`config.mk`:
```
export PLATFORM = sky130hd
export DESIGN_NAME = smr_back
export DESIGN_NICKNAME = d
export VERILOG_FILES = /design/src/rtl/smr_pkg.sv /design/src/rtl/smr_back.sv
export SDC_FILE = /design/constraint.sdc
export NUM_CORES = 1
export LEC_CHECK = 0
export BUFFER_PORTS_ARGS = -buffer_cell sky130_fd_sc_hd__buf_4
export CAP_MARGIN = 40
export CORE_AREA = 8 8 96 98
export DETAILED_ROUTE_END_ITERATION = 10
export DIE_AREA = 0 0 104 106
export GPL_ROUTABILITY_DRIVEN = 0
export GPL_TIMING_DRIVEN = 1
export PLACE_DENSITY = 0.75
export SLEW_MARGIN = 20
export SYNTH_ARGS = -nofsm -noshare
export SYNTH_HDL_FRONTEND = slang
export SYNTH_SLANG_ARGS = --single-unit
```
`constraint.sdc`:
```
create_clock -name i_clk -period 1.98 [get_ports i_clk]
set_clock_uncertainty 0.2 [all_clocks]
set_input_delay 0.099 -clock i_clk [delete_from_list [all_inputs] [get_ports i_clk]]
set_output_delay 0.099 -clock i_clk [all_outputs]
set_load 0.01 [all_outputs]
```
`src/rtl/smr_pkg.sv`:
```
`default_nettype none
package smr_pkg;

    // Flush causes as they appear on the output.
    localparam logic [1:0] CAUSE_CLOSE   = 2'd0;
    localparam logic [1:0] CAUSE_ALL     = 2'd1;
    localparam logic [1:0] CAUSE_LATER   = 2'd2;
    localparam logic [1:0] CAUSE_EXPIRED = 2'd3;

    // Input command codes.
    localparam logic CMD_SEGMENT = 1'b0;
    localparam logic CMD_TICK    = 1'b1;

    // Register addresses.
    localparam logic [1:0] REG_TTL_MS = 2'd0;

    localparam logic [31:0] TTL_RESET = 32'd30000;

    // One flush job handed from the front end to the streaming back end.
    typedef struct packed {
        logic [23:0] addr;
        logic [7:0]  entry;
        logic [4:0]  count;
        logic [1:0]  cause;
    } t_flush_job;

    // Item taken by the front end.
    typedef struct packed {
        logic        cmd;
        logic [23:0] addr;
        logic [3:0]  seg_index;
        logic        close_out;
        logic [63:0] data_low;
        logic [15:0] data_high;
        logic [31:0] time_ms;
    } t_in_item;

endpackage
`default_nettype wire

```
`src/rtl/smr_back.sv`:
```
`default_nettype none
module smr_back #(
    parameter int EW = 4,
    parameter int SW = 4
) (
    input  wire logic                i_clk,
    input  wire logic                i_rst_n,
    input  wire logic                i_job_valid,
    output logic                     o_job_ready,
    input  wire smr_pkg::t_flush_job i_job,
    output logic [EW+SW-1:0]         o_st_raddr,
    input  wire logic [79:0]         i_st_rdata,
    output logic                     o_valid,
    input  wire logic                i_ready,
    output logic [23:0]              o_addr,
    output logic [3:0]               o_index,
    output logic [63:0]              o_data_low,
    output logic [15:0]              o_data_high,
    output logic [4:0]               o_count,
    output logic [1:0]               o_cause,
    output logic                     o_last,
    output logic                     o_done,
    output logic [EW-1:0]            o_done_entry
);
    import smr_pkg::*;

    typedef enum logic [2:0] {
        B_IDLE = 3'b001,
        B_READ = 3'b010,
        B_OUT  = 3'b100
    } t_bstate;

    t_bstate    r_state;
    t_flush_job r_job;
    logic [4:0] r_k;

    assign o_job_ready = (r_state == B_IDLE);
    assign o_st_raddr  = {r_job.entry[EW-1:0], r_k[SW-1:0]};
    assign o_valid     = (r_state == B_OUT);
    assign o_addr      = r_job.addr;
    assign o_index     = r_k[3:0];
    assign o_data_low  = i_st_rdata[63:0];
    assign o_data_high = i_st_rdata[79:64];
    assign o_count     = r_job.count;
    assign o_cause     = r_job.cause;
    assign o_last      = (r_k + 5'd1 == r_job.count);

    // The entry's run has fully left once its final segment is taken.
    assign o_done       = (r_state == B_OUT) && i_ready && o_last;
    assign o_done_entry = r_job.entry[EW-1:0];

    // One store read per segment; the read data holds while stalled.
    always_ff @(posedge i_clk) begin
        if (!i_rst_n) begin
            r_state <= B_IDLE;
            r_k     <= '0;
        end else begin
            case (r_state)
                B_IDLE: if (i_job_valid) begin
                    r_state <= B_READ;
                    r_k     <= '0;
                end
                B_READ: r_state <= B_OUT;
                B_OUT: if (i_ready) begin
                    if (o_last) begin
                        r_state <= B_IDLE;
                    end else begin
                        r_k     <= r_k + 5'd1;
                        r_state <= B_READ;
                    end
                end
                default: r_state <= B_IDLE;
            endcase
        end
    end

    always_ff @(posedge i_clk) begin
        if (r_state == B_IDLE && i_job_valid) begin
            r_job <= i_job;
        end
    end
endmodule
`default_nettype wire

```
==> metrics.md, run 1 <==
| Metric | Value |
|---|---|
| Ys async rst share | `0` |
| Die outline height | `106 µm` |
| HPWL Detailed | `5320 µm` |
| Initial core utilization | `0.297` |
| Mapped Area | `2330 µm²` |
| Die Width | `104 µm` |
| Top cells by area, synth | `edfxtp_1, buf_4, dfxtp_1` |
| FP Rows | `33` |
| Post-CTS Setup Bufs | `2` |
| Last flow stage reached | `clock tree synthesis` |
| Netlist cell types | `38` |
| Synth Warn # | `0` |
| Clock sink total | `43` |
| Synth Register Bits | `43` |
| Yosys top cell area share | `0.451` |
| Mapped Nets | `320` |
| I/O pin count | `254` |
| Max Root-Sink Buffers | `2` |
| CTS buffer count | `5` |
| Post-CTS resize count | `4` |
| Sequential area share after synthesis | `0.519` |
| CTS H-tree depth | `2` |
| Log Error | `[ERROR RSZ-0060] Max buffer count reached.` |
| Mapped Cells | `196` |
| Avg Inst Size Synth | `11.9 µm²` |
| Outcome | `did not finish` |
| I/O Buffers | `89` |
| CTS root buffer | `clkbuf_8` |
| EDFF count, synth | `35` |
| CTS hold repair buffers | `101` |
| Area leader, netlist | `edfxtp_1` |
| Main flop type after synthesis | `edfxtp_1` |
## per-stage QoR
| stage | std cells | setup slack [ns] | util | area (µm²) |
|---|---|---|---|---|
| floorplan | 196 | 0.0198 | - | 2340 |
| detailed placement | 308 | 0.0316 | 0.323 | 2540 |
| global placement | 308 | 0.0557 | 0.323 | 2540 |
## cell usage after synthesis (2+ instances only)
master	number
inv_1	2
nor3b_1	2
xor2_1	2
dfxtp_1	8
a311oi_1	2
nand2_1	6
xnor2_1	3
nand3b_1	3
nor2_1	5
a21oi_1	7
buf_4	92
nand3_1	3
edfxtp_1	35
nor2b_1	2
## cell families after synthesis
group | synth area share
muxes | 0.00429
and+or+nand+nor | 0.0676
adders and majority gates | 0.00536
xor gates and xnor gates | 0.0258
AOI/OAI and AO/OA | 0.0681
buffers and inverters | 0.310
DFF | 0.519
==> run 2, diff against run 1 <==
--- a/config.mk
+++ b/config.mk
@@ -7,12 +7,12 @@
 export LEC_CHECK = 0
 export BUFFER_PORTS_ARGS = -buffer_cell sky130_fd_sc_hd__buf_4
 export CAP_MARGIN = 40
-export CORE_AREA = 8 8 96 98
+export CORE_AREA = 8 8 91 93
 export DETAILED_ROUTE_END_ITERATION = 10
-export DIE_AREA = 0 0 104 106
+export DIE_AREA = 0 0 99 101
 export GPL_ROUTABILITY_DRIVEN = 0
 export GPL_TIMING_DRIVEN = 1
-export PLACE_DENSITY = 0.75
+export PLACE_DENSITY_LB_ADDON = 0.15
 export SLEW_MARGIN = 20
 export SYNTH_ARGS = -nofsm -noshare
 export SYNTH_HDL_FRONTEND = slang
==> constraint.sdc (replaced) <==
create_clock -name i_clk -period 2.55 [get_ports i_clk]
set_clock_uncertainty 0.2 [all_clocks]
set_input_delay 0.1275 -clock i_clk [delete_from_list [all_inputs] [get_ports i_clk]]
set_output_delay 0.1275 -clock i_clk [all_outputs]
set_load 0.01 [all_outputs]
==> run 2 against run 1 <==
  * The run now ends clean
  * Synthesized area stayed put
  * Synthesized cell count is the same
==> metrics.md, run 2 <==
| Metric | Value |
|---|---|
| Outcome | `completed` |
| Final min period | `2.38 ns` |
| Vias/cell | `4.56` |
| Startpoint types | `flip-flop` |
| RSZ-0062 raised after global routing | `false` |
| Core Region | `6940 µm²` |
| Ant diodes | `0` |
| Top cells by count, synth | `buf_4, edfxtp_1, dfxtp_1, a21oi_1, nand2_1` |
| Clock sink total | `43 (unchanged)` |
| # nets final | `362` |
| Largest net degree at the start of global routing | `36` |
| FP Rows | `31 (-6.1%)` |
| Die area | `10000 µm²` |
| Synthesis-to-finish area growth | `25.1%` |
| Max frequency | `0.420 GHz` |
| Peak VDD IR | `0.338 mV` |
| CTS tree | `built` |
| CTS root buffer | `clkbuf_8` |
| CTS H-tree depth | `2 (unchanged)` |
| Initial detailed-routing violation count | `49` |
| Slew headroom | `0.682` |
| Final Hold Viols | `0` |
| Fin Setup TNS | `0 ns` |
| Area leader, netlist | `edfxtp_1` |
| Comb pwr share | `0.168` |
| Antenna Nets Post-Route | `0` |
| Slew @ Worst Pin | `0.475 ns` |
| Max_cap viols | `0` |
| HPWL Detailed | `4560 µm (-14%)` |
| CP delay by family, top | `compound AO/OA/AOI/OAI gates` |
| CP max FO | `6` |
| EDFF count, synth | `35 (unchanged)` |
| Share of power burned in registers | `0.521` |
| Sw frac | `0.219` |
| Mapped Nets | `320 (unchanged)` |
| NetSw | `0.000354 W` |
| Clk_lat worst skew | `0.28 ns` |
| Die Width | `99 µm (-4.8%)` |
| Max-slew violations | `0` |
| Hold WC Path Type | `primary input to flip-flop` |
| Commonest non-fill, non-tap cell in the layout | `buf_4` |
| CP peak stage delay | `0.54 ns` |
| First-pass GRT wire length | `8850 µm` |
| Vias in the first global route | `1640` |
| Avg Inst Size Synth | `11.9 µm² (unchanged)` |
| Mapped Area | `2330 µm² (unchanged)` |
| Cell Pwr Density | `554 nW/µm²` |
| Endpoints failing setup | `0` |
| Ys async rst share | `0 (unchanged)` |
| Tot GR Track Use | `0.115` |
| Clock power share | `0.311` |
| CTS buffer count | `5 (unchanged)` |
| Pleak | `1.18 nW` |
| Main flop type after synthesis | `edfxtp_1` |
| Sequential area share after synthesis | `0.519 (unchanged)` |
| Req. time, crit path | `2.53 ns` |
| Synth Warn # | `0 (unchanged)` |
| Die outline height | `101 µm (-4.7%)` |
| Synth Register Bits | `43 (unchanged)` |
| I/O pin count | `254 (unchanged)` |
| Initial antenna violation count | `0` |
| Top cells by area, synth | `edfxtp_1, buf_4, dfxtp_1` |
| Largest register FFs | `24` |
| Layout Cells excl Fill | `320` |
| Via count | `1458` |
| Mapped Cells | `196 (unchanged)` |
| P_int | `0.00126 W` |
| Netlist cell types | `38 (unchanged)` |
| Total grt overflow | `0` |
| Yosys top cell area share | `0.451 (unchanged)` |
| Drt drc | `0` |
| Setup CP Type | `flip-flop to flip-flop` |
| I/O Buffers | `89 (unchanged)` |
| Layout cells sized above 1 | `0.458` |
| Critical path endpoint category | `flip-flop` |
| Slowest cell on crit path | `dlygate4sd3_1` |
| CP Buf/Inv Count | `2` |
| Final WL | `5990 µm` |
| CP arrival | `2.36 ns` |
| DR WL/cell | `18.7 µm` |
| DRT Pass-1 Iters | `3` |
| DP Cell Count | `275 (-11%)` |
| Max Root-Sink Buffers | `2 (unchanged)` |
| Fillers | `629` |
| Most frequent cells in the layout | `buf_4, dlygate4sd3_1, edfxtp_1, a21oi_1` |
| Initial core utilization | `0.336 (+0.0386)` |
| Clock-pin slew of the registers on the worst-case setup and hold paths | `0.07 ns` |
| Count leader, synth | `buf_4` |
| Crit share post-route | `0.934` |
| CP Cell Sequence | `ha_2, xnor2_1, a22oi_2, o2111ai_4, inv_6, a21boi_0, o21ai_0, dlygate4sd3_1` |
[run 2: cell counts after synthesis]
Identical to the previous run, type by type.
[run 2: stage by stage]
step | hold slack, ns | worst slack, ns | cell area, µm² | utilization | total power, W
after floorplan | 0.00373 | 0.125 | 2330 | - | 0.00107
after global placement | 0.0551 | 0.426 | 2420 | 0.349 | 0.00108
after detailed placement | 0.0551 | 0.414 | 2420 | 0.349 | 0.00108
after CTS | 0.0173 | 0.0411 | 2900 | 0.417 | 0.00164
after global routing | 0.0122 | 0.0313 | 2920 | 0.420 | 0.00169
final | 0.0220 | 0.169 | 2920 | 0.420 | 0.00161
[run 2: layer usage]
metal  GRT usage  wire (µm)
met5           0          0
met4      0.0767        220
met3      0.0898        967
met2       0.188       3040
met1      0.0939       1760
[run 2: power by group through the flow]
stage	clock (W)	combinational (W)	sequential [W]
floorplan	0	0.000196	0.000875
global placement	0	0.000227	0.000856
detailed placement	0	0.000226	0.000857
CTS	0.000527	0.000274	0.000841
global route	0.000555	0.000291	0.000848
finish	0.000502	0.000271	0.000841
[run 2: timing repair]
action                                  CTS  global route
setup buffers                             0             1
hold buffers                             37             0
hold endpoints to repair                 39             0
endpoints found under the setup margin    0             1
gates resized for setup                   0             5
[run 2: final cells by class]
class,instances,area [µm²],share of cell area
Tap cell,82,103,0.0352
Timing Repair Buffer,129,1070,0.368
Sequential cell,43,1210,0.416
Multi-Input combinational cell,56,408,0.140
Clock buffer,6,72.6,0.0249
Inverter,3,16.3,0.00558
Clock inverter,1,30.0,0.0103
[run 2: worst reg2reg max path, cell delays in order (launching register included)]
cell,delay [ns]
dfxtp_2,0.38
ha_2,0.25
xnor2_1,0.15
a22oi_2,0.09
o2111ai_4,0.34
inv_6,0.08
a21boi_0,0.17
o21ai_0,0.08
dlygate4sd3_1,0.54
[run 2: path summary, 6_finish.rpt]
kind / slack [ns] / to / startpoint / cells past startpoint
max: 0.17 / r_state[0] / r_k[1] / 8
min: 0.02 / r_state[2] / i_ready / 4
max reg2reg: 0.17 / r_state[0] / r_k[1] / 8
min reg2reg: 0.30 / r_k[4] / r_k[4] / 1
[run 2: cell families (layout without fill, tap and decap cells)]
kind of cell	after synthesis	after routing	share of synthesized area
compound gates	20	20	0.0681
xor+xnor	6	6	0.0258
fa+ha+maj	1	1	0.00536
buf+inv	97	139	0.310
flops	43	43	0.519
mux	1	1	0.00429
simple gates	28	28	0.0676
No activity file was read; power rests on OpenSTA's default activity.
==> run 3, diff against run 2 <==
--- a/config.mk
+++ b/config.mk
@@ -7,9 +7,11 @@
 export LEC_CHECK = 0
 export BUFFER_PORTS_ARGS = -buffer_cell sky130_fd_sc_hd__buf_4
 export CAP_MARGIN = 40
-export CORE_AREA = 8 8 91 93
+export CELL_PAD_IN_SITES_DETAIL_PLACEMENT = 0
+export CELL_PAD_IN_SITES_GLOBAL_PLACEMENT = 1
+export CORE_AREA = 8 8 110 112
 export DETAILED_ROUTE_END_ITERATION = 10
-export DIE_AREA = 0 0 99 101
+export DIE_AREA = 0 0 118 120
 export GPL_ROUTABILITY_DRIVEN = 0
 export GPL_TIMING_DRIVEN = 1
 export PLACE_DENSITY_LB_ADDON = 0.15
==> run 3 against run 2 <==
  * Critical path depth decreased by 2
  * Final area grew 1.6%
  * Total power decreased by 3.1%
  * Largest cell class unchanged
  * Non-clock buffer count did not move
  * Maximum frequency increased by 2.0%
  * Via count is 1.8% lower
  * Sequential cell count stayed put
  * Die area up 42%
  * Clock-buffer cell count fell by 1
  * Cell count increased by 18%
  * Routed wire length is 2.9% lower
  * Register-to-register slack improved by 0.18 ns
  * Largest power group unchanged
==> metrics.md, run 3 (synthesis results as in run 2) <==
| Metric | Value |
|---|---|
| Initial detailed-routing violation count | `50 (+2.0%)` |
| # nets final | `362 (unchanged)` |
| R2R setup slack | `0.35 ns (+0.18 ns)` |
| Outcome | `completed` |
| NetSw | `0.000400 W (+13%)` |
| Comb pwr share | `0.173 (+0.005)` |
| DP Cell Count | `334 (+21%)` |
| DRT Pass-1 Iters | `4 (+1)` |
| Req. time, crit path | `2.22 ns (-0.31 ns)` |
| Sw frac | `0.256 (+0.0368)` |
| Max Root-Sink Buffers | `2 (unchanged)` |
| Hold EP | `o_data_high[13]` |
| Vias/cell | `3.78 (-17%)` |
| Multi-input gate area | `399 µm² (-2.1%)` |
| Share of power burned in registers | `0.538 (+0.017)` |
| Clock sink total | `43 (unchanged)` |
| Post-CTS resize count | `0 (unchanged)` |
| RSZ-0062 raised after global routing | `false` |
| Final WL | `5820 µm (-2.9%)` |
| Clock power share | `0.289 (-0.022)` |
| Hold path start | `i_st_rdata[77]` |
| Initial core utilization | `0.222 (-0.114)` |
| Setup CP Type | `flip-flop to primary output` |
| Power Total | `0.00156 W (-3.1%)` |
| HPWL Detailed | `4270 µm (-6.3%)` |
| Pleak | `1.18 nW (-0.46%)` |
| P_int | `0.00116 W (-7.7%)` |
| Hold depth | `0 (-4)` |
| Fin Setup TNS | `0 ns (unchanged)` |
| Via count | `1432 (-1.8%)` |
| Layout Cells excl Fill | `379 (+18%)` |
| Slew @ Worst Pin | `0.382 ns (-0.0935 ns)` |
| Hold WC Path Type | `primary input to primary output` |
| Critical R2R Capture | `r_k[2]` |
| Largest net degree at the start of global routing | `36 (unchanged)` |
| Die Width | `118 µm (+19%)` |
| Layout cells sized above 1 | `0.439 (-0.0187)` |
| CTS H-tree depth | `2 (unchanged)` |
| Initial antenna violation count | `0 (unchanged)` |
| Final Hold Viols | `0 (unchanged)` |
| Synthesis-to-finish area growth | `27.1%` |
| Register area | `1210 µm² (-0.21%)` |
| First-pass GRT wire length | `9190 µm (+3.8%)` |
| Most frequent cells in the layout | `buf_4, dlygate4sd3_1, edfxtp_1, dfxtp_1, a21oi_1` |
| CP arrival | `2.01 ns (-0.35 ns)` |
| Critical path endpoint category | `primary output` |
| Vias in the first global route | `1622 (-1.1%)` |
| Endpoints failing setup | `0 (unchanged)` |
| Clk_lat worst skew | `0.30 ns (+0.02 ns)` |
| CTS tree | `built` |
| CTS root buffer | `clkbuf_8` |
| Crit share post-route | `0.915 (-0.0187)` |
| Ant diodes | `0 (unchanged)` |
| CTS buffer count | `5 (unchanged)` |
| Die outline height | `120 µm (+19%)` |
| Total grt overflow | `0 (unchanged)` |
| Drt drc | `0 (unchanged)` |
| Max_cap viols | `0 (unchanged)` |
| I/O pin count | `254 (unchanged)` |
| Fin util | `0.282 (-0.138)` |
| Fillers | `1071 (+70%)` |
| Cell Pwr Density | `528 nW/µm² (-4.7%)` |
| DR WL/cell | `15.3 µm (-18%)` |
| Commonest non-fill, non-tap cell in the layout | `buf_4` |
| Startpoint types | `flip-flop` |
| R2r startpoint | `r_k[1]` |
| Slew headroom | `0.745 (+0.0634)` |
| Core Region | `10500 µm² (+51%)` |
| Tot GR Track Use | `0.0818 (-0.0331)` |
| Worst r2r path cells | `7 (-1)` |
| I/O Buffers | `89 (unchanged)` |
| Die area | `14200 µm² (+42%)` |
| Max frequency | `0.429 GHz (+2.0%)` |
| CP max FO | `7 (+1)` |
| Antenna Nets Post-Route | `0 (unchanged)` |
| Final min period | `2.33 ns (-0.0477 ns)` |
| Max-slew violations | `0 (unchanged)` |
| Largest register FFs | `24 (unchanged)` |
| Clock-pin slew of the registers on the worst-case setup and hold paths | `0.09 ns (+0.02 ns)` |
| FP Rows | `38 (+23%)` |
| Peak VDD IR | `0.282 mV (-17%)` |
[run 3: changes by cell type in the layout (fill, tap and decap cells not counted), sizes merged]
| cell | before | now |
|---|---|---|
| clkinvlp | 0 | 1 |
| bufinv | 1 | 0 |
| clkinv | 0 | 2 |
| clkbuf | 6 | 5 |
[run 3: worst max-delay path by stage]
stage	start	to	slack, ns	depth (start not counted)
after floorplan	r_state[1]	o_addr[0]	0.13	4
after global placement	r_k[1]	r_k[2]	0.37	7
after detailed placement	r_k[1]	r_k[2]	0.34	7
after CTS	r_k[1]	o_done	0.16	6
after global routing	r_k[1]	o_done	0.009	6
final	r_k[1]	o_done	0.22	6
[run 3: timing repair]
action,CTS,global route
hold endpoints to repair,43,0
hold buffers,37,0
setup buffers,0,0
[run 3: cell type report]
class	count	share of cell area
clock buffer	5	0.0232
clock inverter	3	0.00675
sequential	43	0.409
tap	140	0.0591
multi-input combinational	56	0.135
inverter	3	0.00549
timing repair buffer	129	0.362
[run 3: per-layer routing]
layer,part of all wire,track usage
met5,0,0
met4,0.058,0.0584
met3,0.16,0.0620
met2,0.39,0.114
met1,0.39,0.0832
[run 3: power groups by stage]
stage	registers, W	clock network, W	logic, W
floorplan	0.000875	0	0.000196
global placement	0.000857	0	0.000234
detailed placement	0.000857	0	0.000231
CTS	0.000843	0.000487	0.000277
global route	0.000850	0.000500	0.000293
finish	0.000842	0.000452	0.000270
[run 3: worst max-delay path, cell delays in order (launching register included)]
cell	delay [ns]
dfxtp_1	0.44
ha_1	0.32
nand3_1	0.17
o21ai_1	0.24
o2111ai_4	0.25
nor2_1	0.17
buf_4	0.13
[run 3: through the flow]
stage | area (µm²) | setup WS [ns] | hold WS [ns]
after floorplan | 2330 | 0.125 | 0.00373
after global placement | 2500 | 0.374 | 0.0551
final | 2960 | 0.217 | 0.0550
after detailed placement | 2500 | 0.339 | 0.0551
after CTS | 2960 | 0.163 | 0.0446
after global routing | 2960 | 0.00925 | 0.0550
==> run 4, diff against run 3 <==
--- a/config.mk
+++ b/config.mk
@@ -15,6 +15,7 @@
 export GPL_ROUTABILITY_DRIVEN = 0
 export GPL_TIMING_DRIVEN = 1
 export PLACE_DENSITY_LB_ADDON = 0.15
+export RECOVER_POWER = 100
 export SLEW_MARGIN = 20
 export SYNTH_ARGS = -nofsm -noshare
 export SYNTH_HDL_FRONTEND = slang
==> run 4 against run 3 <==
  * Global-route usage unchanged
  * Final area is 7.0% lower
  * Sequential share of layout area grew 3.1 points
  * Maximum frequency is essentially flat
  * Routed wire length shrank 1.2%
  * Combinational power decreased by 19%
  * Sequential power is essentially flat
  * Worst setup slack lost 0.0013 ns
  * Register-to-register slack got worse by 0.03 ns
==> metrics.md, run 4 (synthesis results as in run 2) <==
| Metric | Value |
|---|---|
| Peak VDD IR | `0.276 mV (-2.1%)` |
| Largest register FFs | `24 (unchanged)` |
| Post-place setup slack | `0.339 ns (unchanged)` |
| Most frequent cells in the layout | `clkbuf_1, dlygate4sd3_1, clkbuf_4, edfxtp_1, dfxtp_1` |
| Fin Setup TNS | `0 ns (unchanged)` |
| Critical path endpoint category | `primary output` |
| # nets final | `362 (unchanged)` |
| Die Width | `118 µm (unchanged)` |
| Final setup margin | `0.215 ns (-0.00126 ns)` |
| Tot GR Track Use | `0.0818 (unchanged)` |
| Largest net degree at the start of global routing | `36 (unchanged)` |
| FP Rows | `38 (unchanged)` |
| CTS tree | `built` |
| Layout cells sized above 1 | `0.226 (-0.213)` |
| Drt drc | `0 (unchanged)` |
| Core Region | `10500 µm² (unchanged)` |
| Initial detailed-routing violation count | `37 (-26%)` |
| Cell Pwr Density | `548 nW/µm² (+3.9%)` |
| Endpoints failing setup | `0 (unchanged)` |
| Initial core utilization | `0.222 (unchanged)` |
| Slew @ Worst Pin | `0.502 ns (+0.121 ns)` |
| Setup CP Type | `flip-flop to primary output` |
| DR WL/cell | `15.2 µm (-1.2%)` |
| DRT Pass-1 Iters | `4 (unchanged)` |
| R2r startpoint | `r_k[0]` |
| I/O Buffers | `89 (unchanged)` |
| CTS root buffer | `clkbuf_8` |
| Via count | `1424 (-0.56%)` |
| Synthesis-to-finish area growth | `18.1%` |
| Clock-pin slew of the registers on the worst-case setup and hold paths | `0.09 ns (about the same)` |
| Hold WC Path Type | `primary input to primary output` |
| Max frequency | `0.428 GHz (about the same)` |
| Initial antenna violation count | `0 (unchanged)` |
| Hold path start | `i_st_rdata[77]` |
| Pleak | `0.986 nW (-16%)` |
| Vias/cell | `3.76 (-0.56%)` |
| First-pass GRT wire length | `9190 µm (unchanged)` |
| Power Total | `0.00151 W (-3.4%)` |
| Final WL | `5750 µm (-1.2%)` |
| Ant diodes | `0 (unchanged)` |
| Crit share post-route | `0.916 (about the same)` |
| Max_cap viols | `0 (unchanged)` |
| Vias in the first global route | `1622 (unchanged)` |
| CTS buffer count | `5 (unchanged)` |
| Total grt overflow | `0 (unchanged)` |
| Commonest non-fill, non-tap cell in the layout | `clkbuf_1` |
| Final Hold Viols | `0 (unchanged)` |
| Die outline height | `120 µm (unchanged)` |
| Final min period | `2.33 ns (+0.00126 ns)` |
| Slew headroom | `0.665 (-0.0801)` |
| Post-CTS Setup Bufs | `0 (unchanged)` |
| RSZ-0062 raised after global routing | `false` |
| I/O pin count | `254 (unchanged)` |
| Die area | `14200 µm² (unchanged)` |
| Antenna Nets Post-Route | `0 (unchanged)` |
| Outcome | `completed` |
| Worst Setup SP | `r_k[0]` |
| CTS H-tree depth | `2 (unchanged)` |
| Max-slew violations | `0 (unchanged)` |
| Clock sink total | `43 (unchanged)` |
| CP arrival | `2.01 ns (about the same)` |
| Startpoint types | `flip-flop` |
| Clk_lat worst skew | `0.29 ns (about the same)` |
| CP max FO | `7 (unchanged)` |
| HPWL Detailed | `4270 µm (unchanged)` |
| Req. time, crit path | `2.22 ns (about the same)` |
| Max Root-Sink Buffers | `2 (unchanged)` |
run 4: cell types whose count changed in the layout (fill, tap and decap cells not counted):
cell      change
o21ai_2       -1
clkbuf_1     +48
o21ai_1       +1
nor3b_2       -1
a22oi_2       -1
clkbuf_4     +36
clkbuf_2      +1
buf_12        -1
nor3b_1       +1
a22oi_1       +1
buf_4        -84
run 4: critical path: stages (launching register included):
cell,delay [ns]
dfxtp_1,0.34
clkbuf_1,0.31
nand3_1,0.26
xnor2_2,0.26
o2111ai_4,0.24
nor2_1,0.17
buf_4,0.13
run 4: power by group:
part           internal [W]  switching [W]
clock              0.000192       0.000259
sequential         0.000818      0.0000223
combinational      0.000108       0.000112
run 4: final timing paths:
| path | endpoint | slack (ns) | cells past startpoint |
|---|---|---|---|
| setup / recovery | o_done | 0.22 | 6 |
| hold / removal | o_data_high[13] | 0.06 | 0 |
| setup reg to reg | r_k[4] | 0.32 | 7 |
| hold reg to reg | r_k[4] | 0.32 | 1 |
run 4: timing repair:
action	in CTS	in global routing
resized for setup	0	0
endpoints found under the setup margin	0	0
hold buffers	37	0
hold endpoints to repair	43	0
run 4: layout make-up:
cell class	count	area [µm²]
Inverter	3	16.3
Multi-Input combinational cell	56	385
Sequential cell	43	1210
Tap cell	140	175
Timing Repair Buffer	129	878
Clock inverter	3	20.0
Fill cell	1110	7750
Clock buffer	5	68.8
run 4: through the flow:
stage                     area (µm²)  hold WS [ns]   util  cells
after global routing            2760        0.0550  0.262    379
after CTS                       2960        0.0446  0.282    379
final                           2760        0.0550  0.262    379
after detailed placement        2500        0.0551  0.238    334
after global placement          2500        0.0551  0.238    334
after floorplan                 2330       0.00373      -    196
run 4: metal layers:
layer  track usage  vias up  wire [µm]
li1              -      659          -
met3        0.0620       41        912
met5             0        -          0
met1        0.0832      622       2200
met4        0.0584        0        335
met2         0.114      102       2300
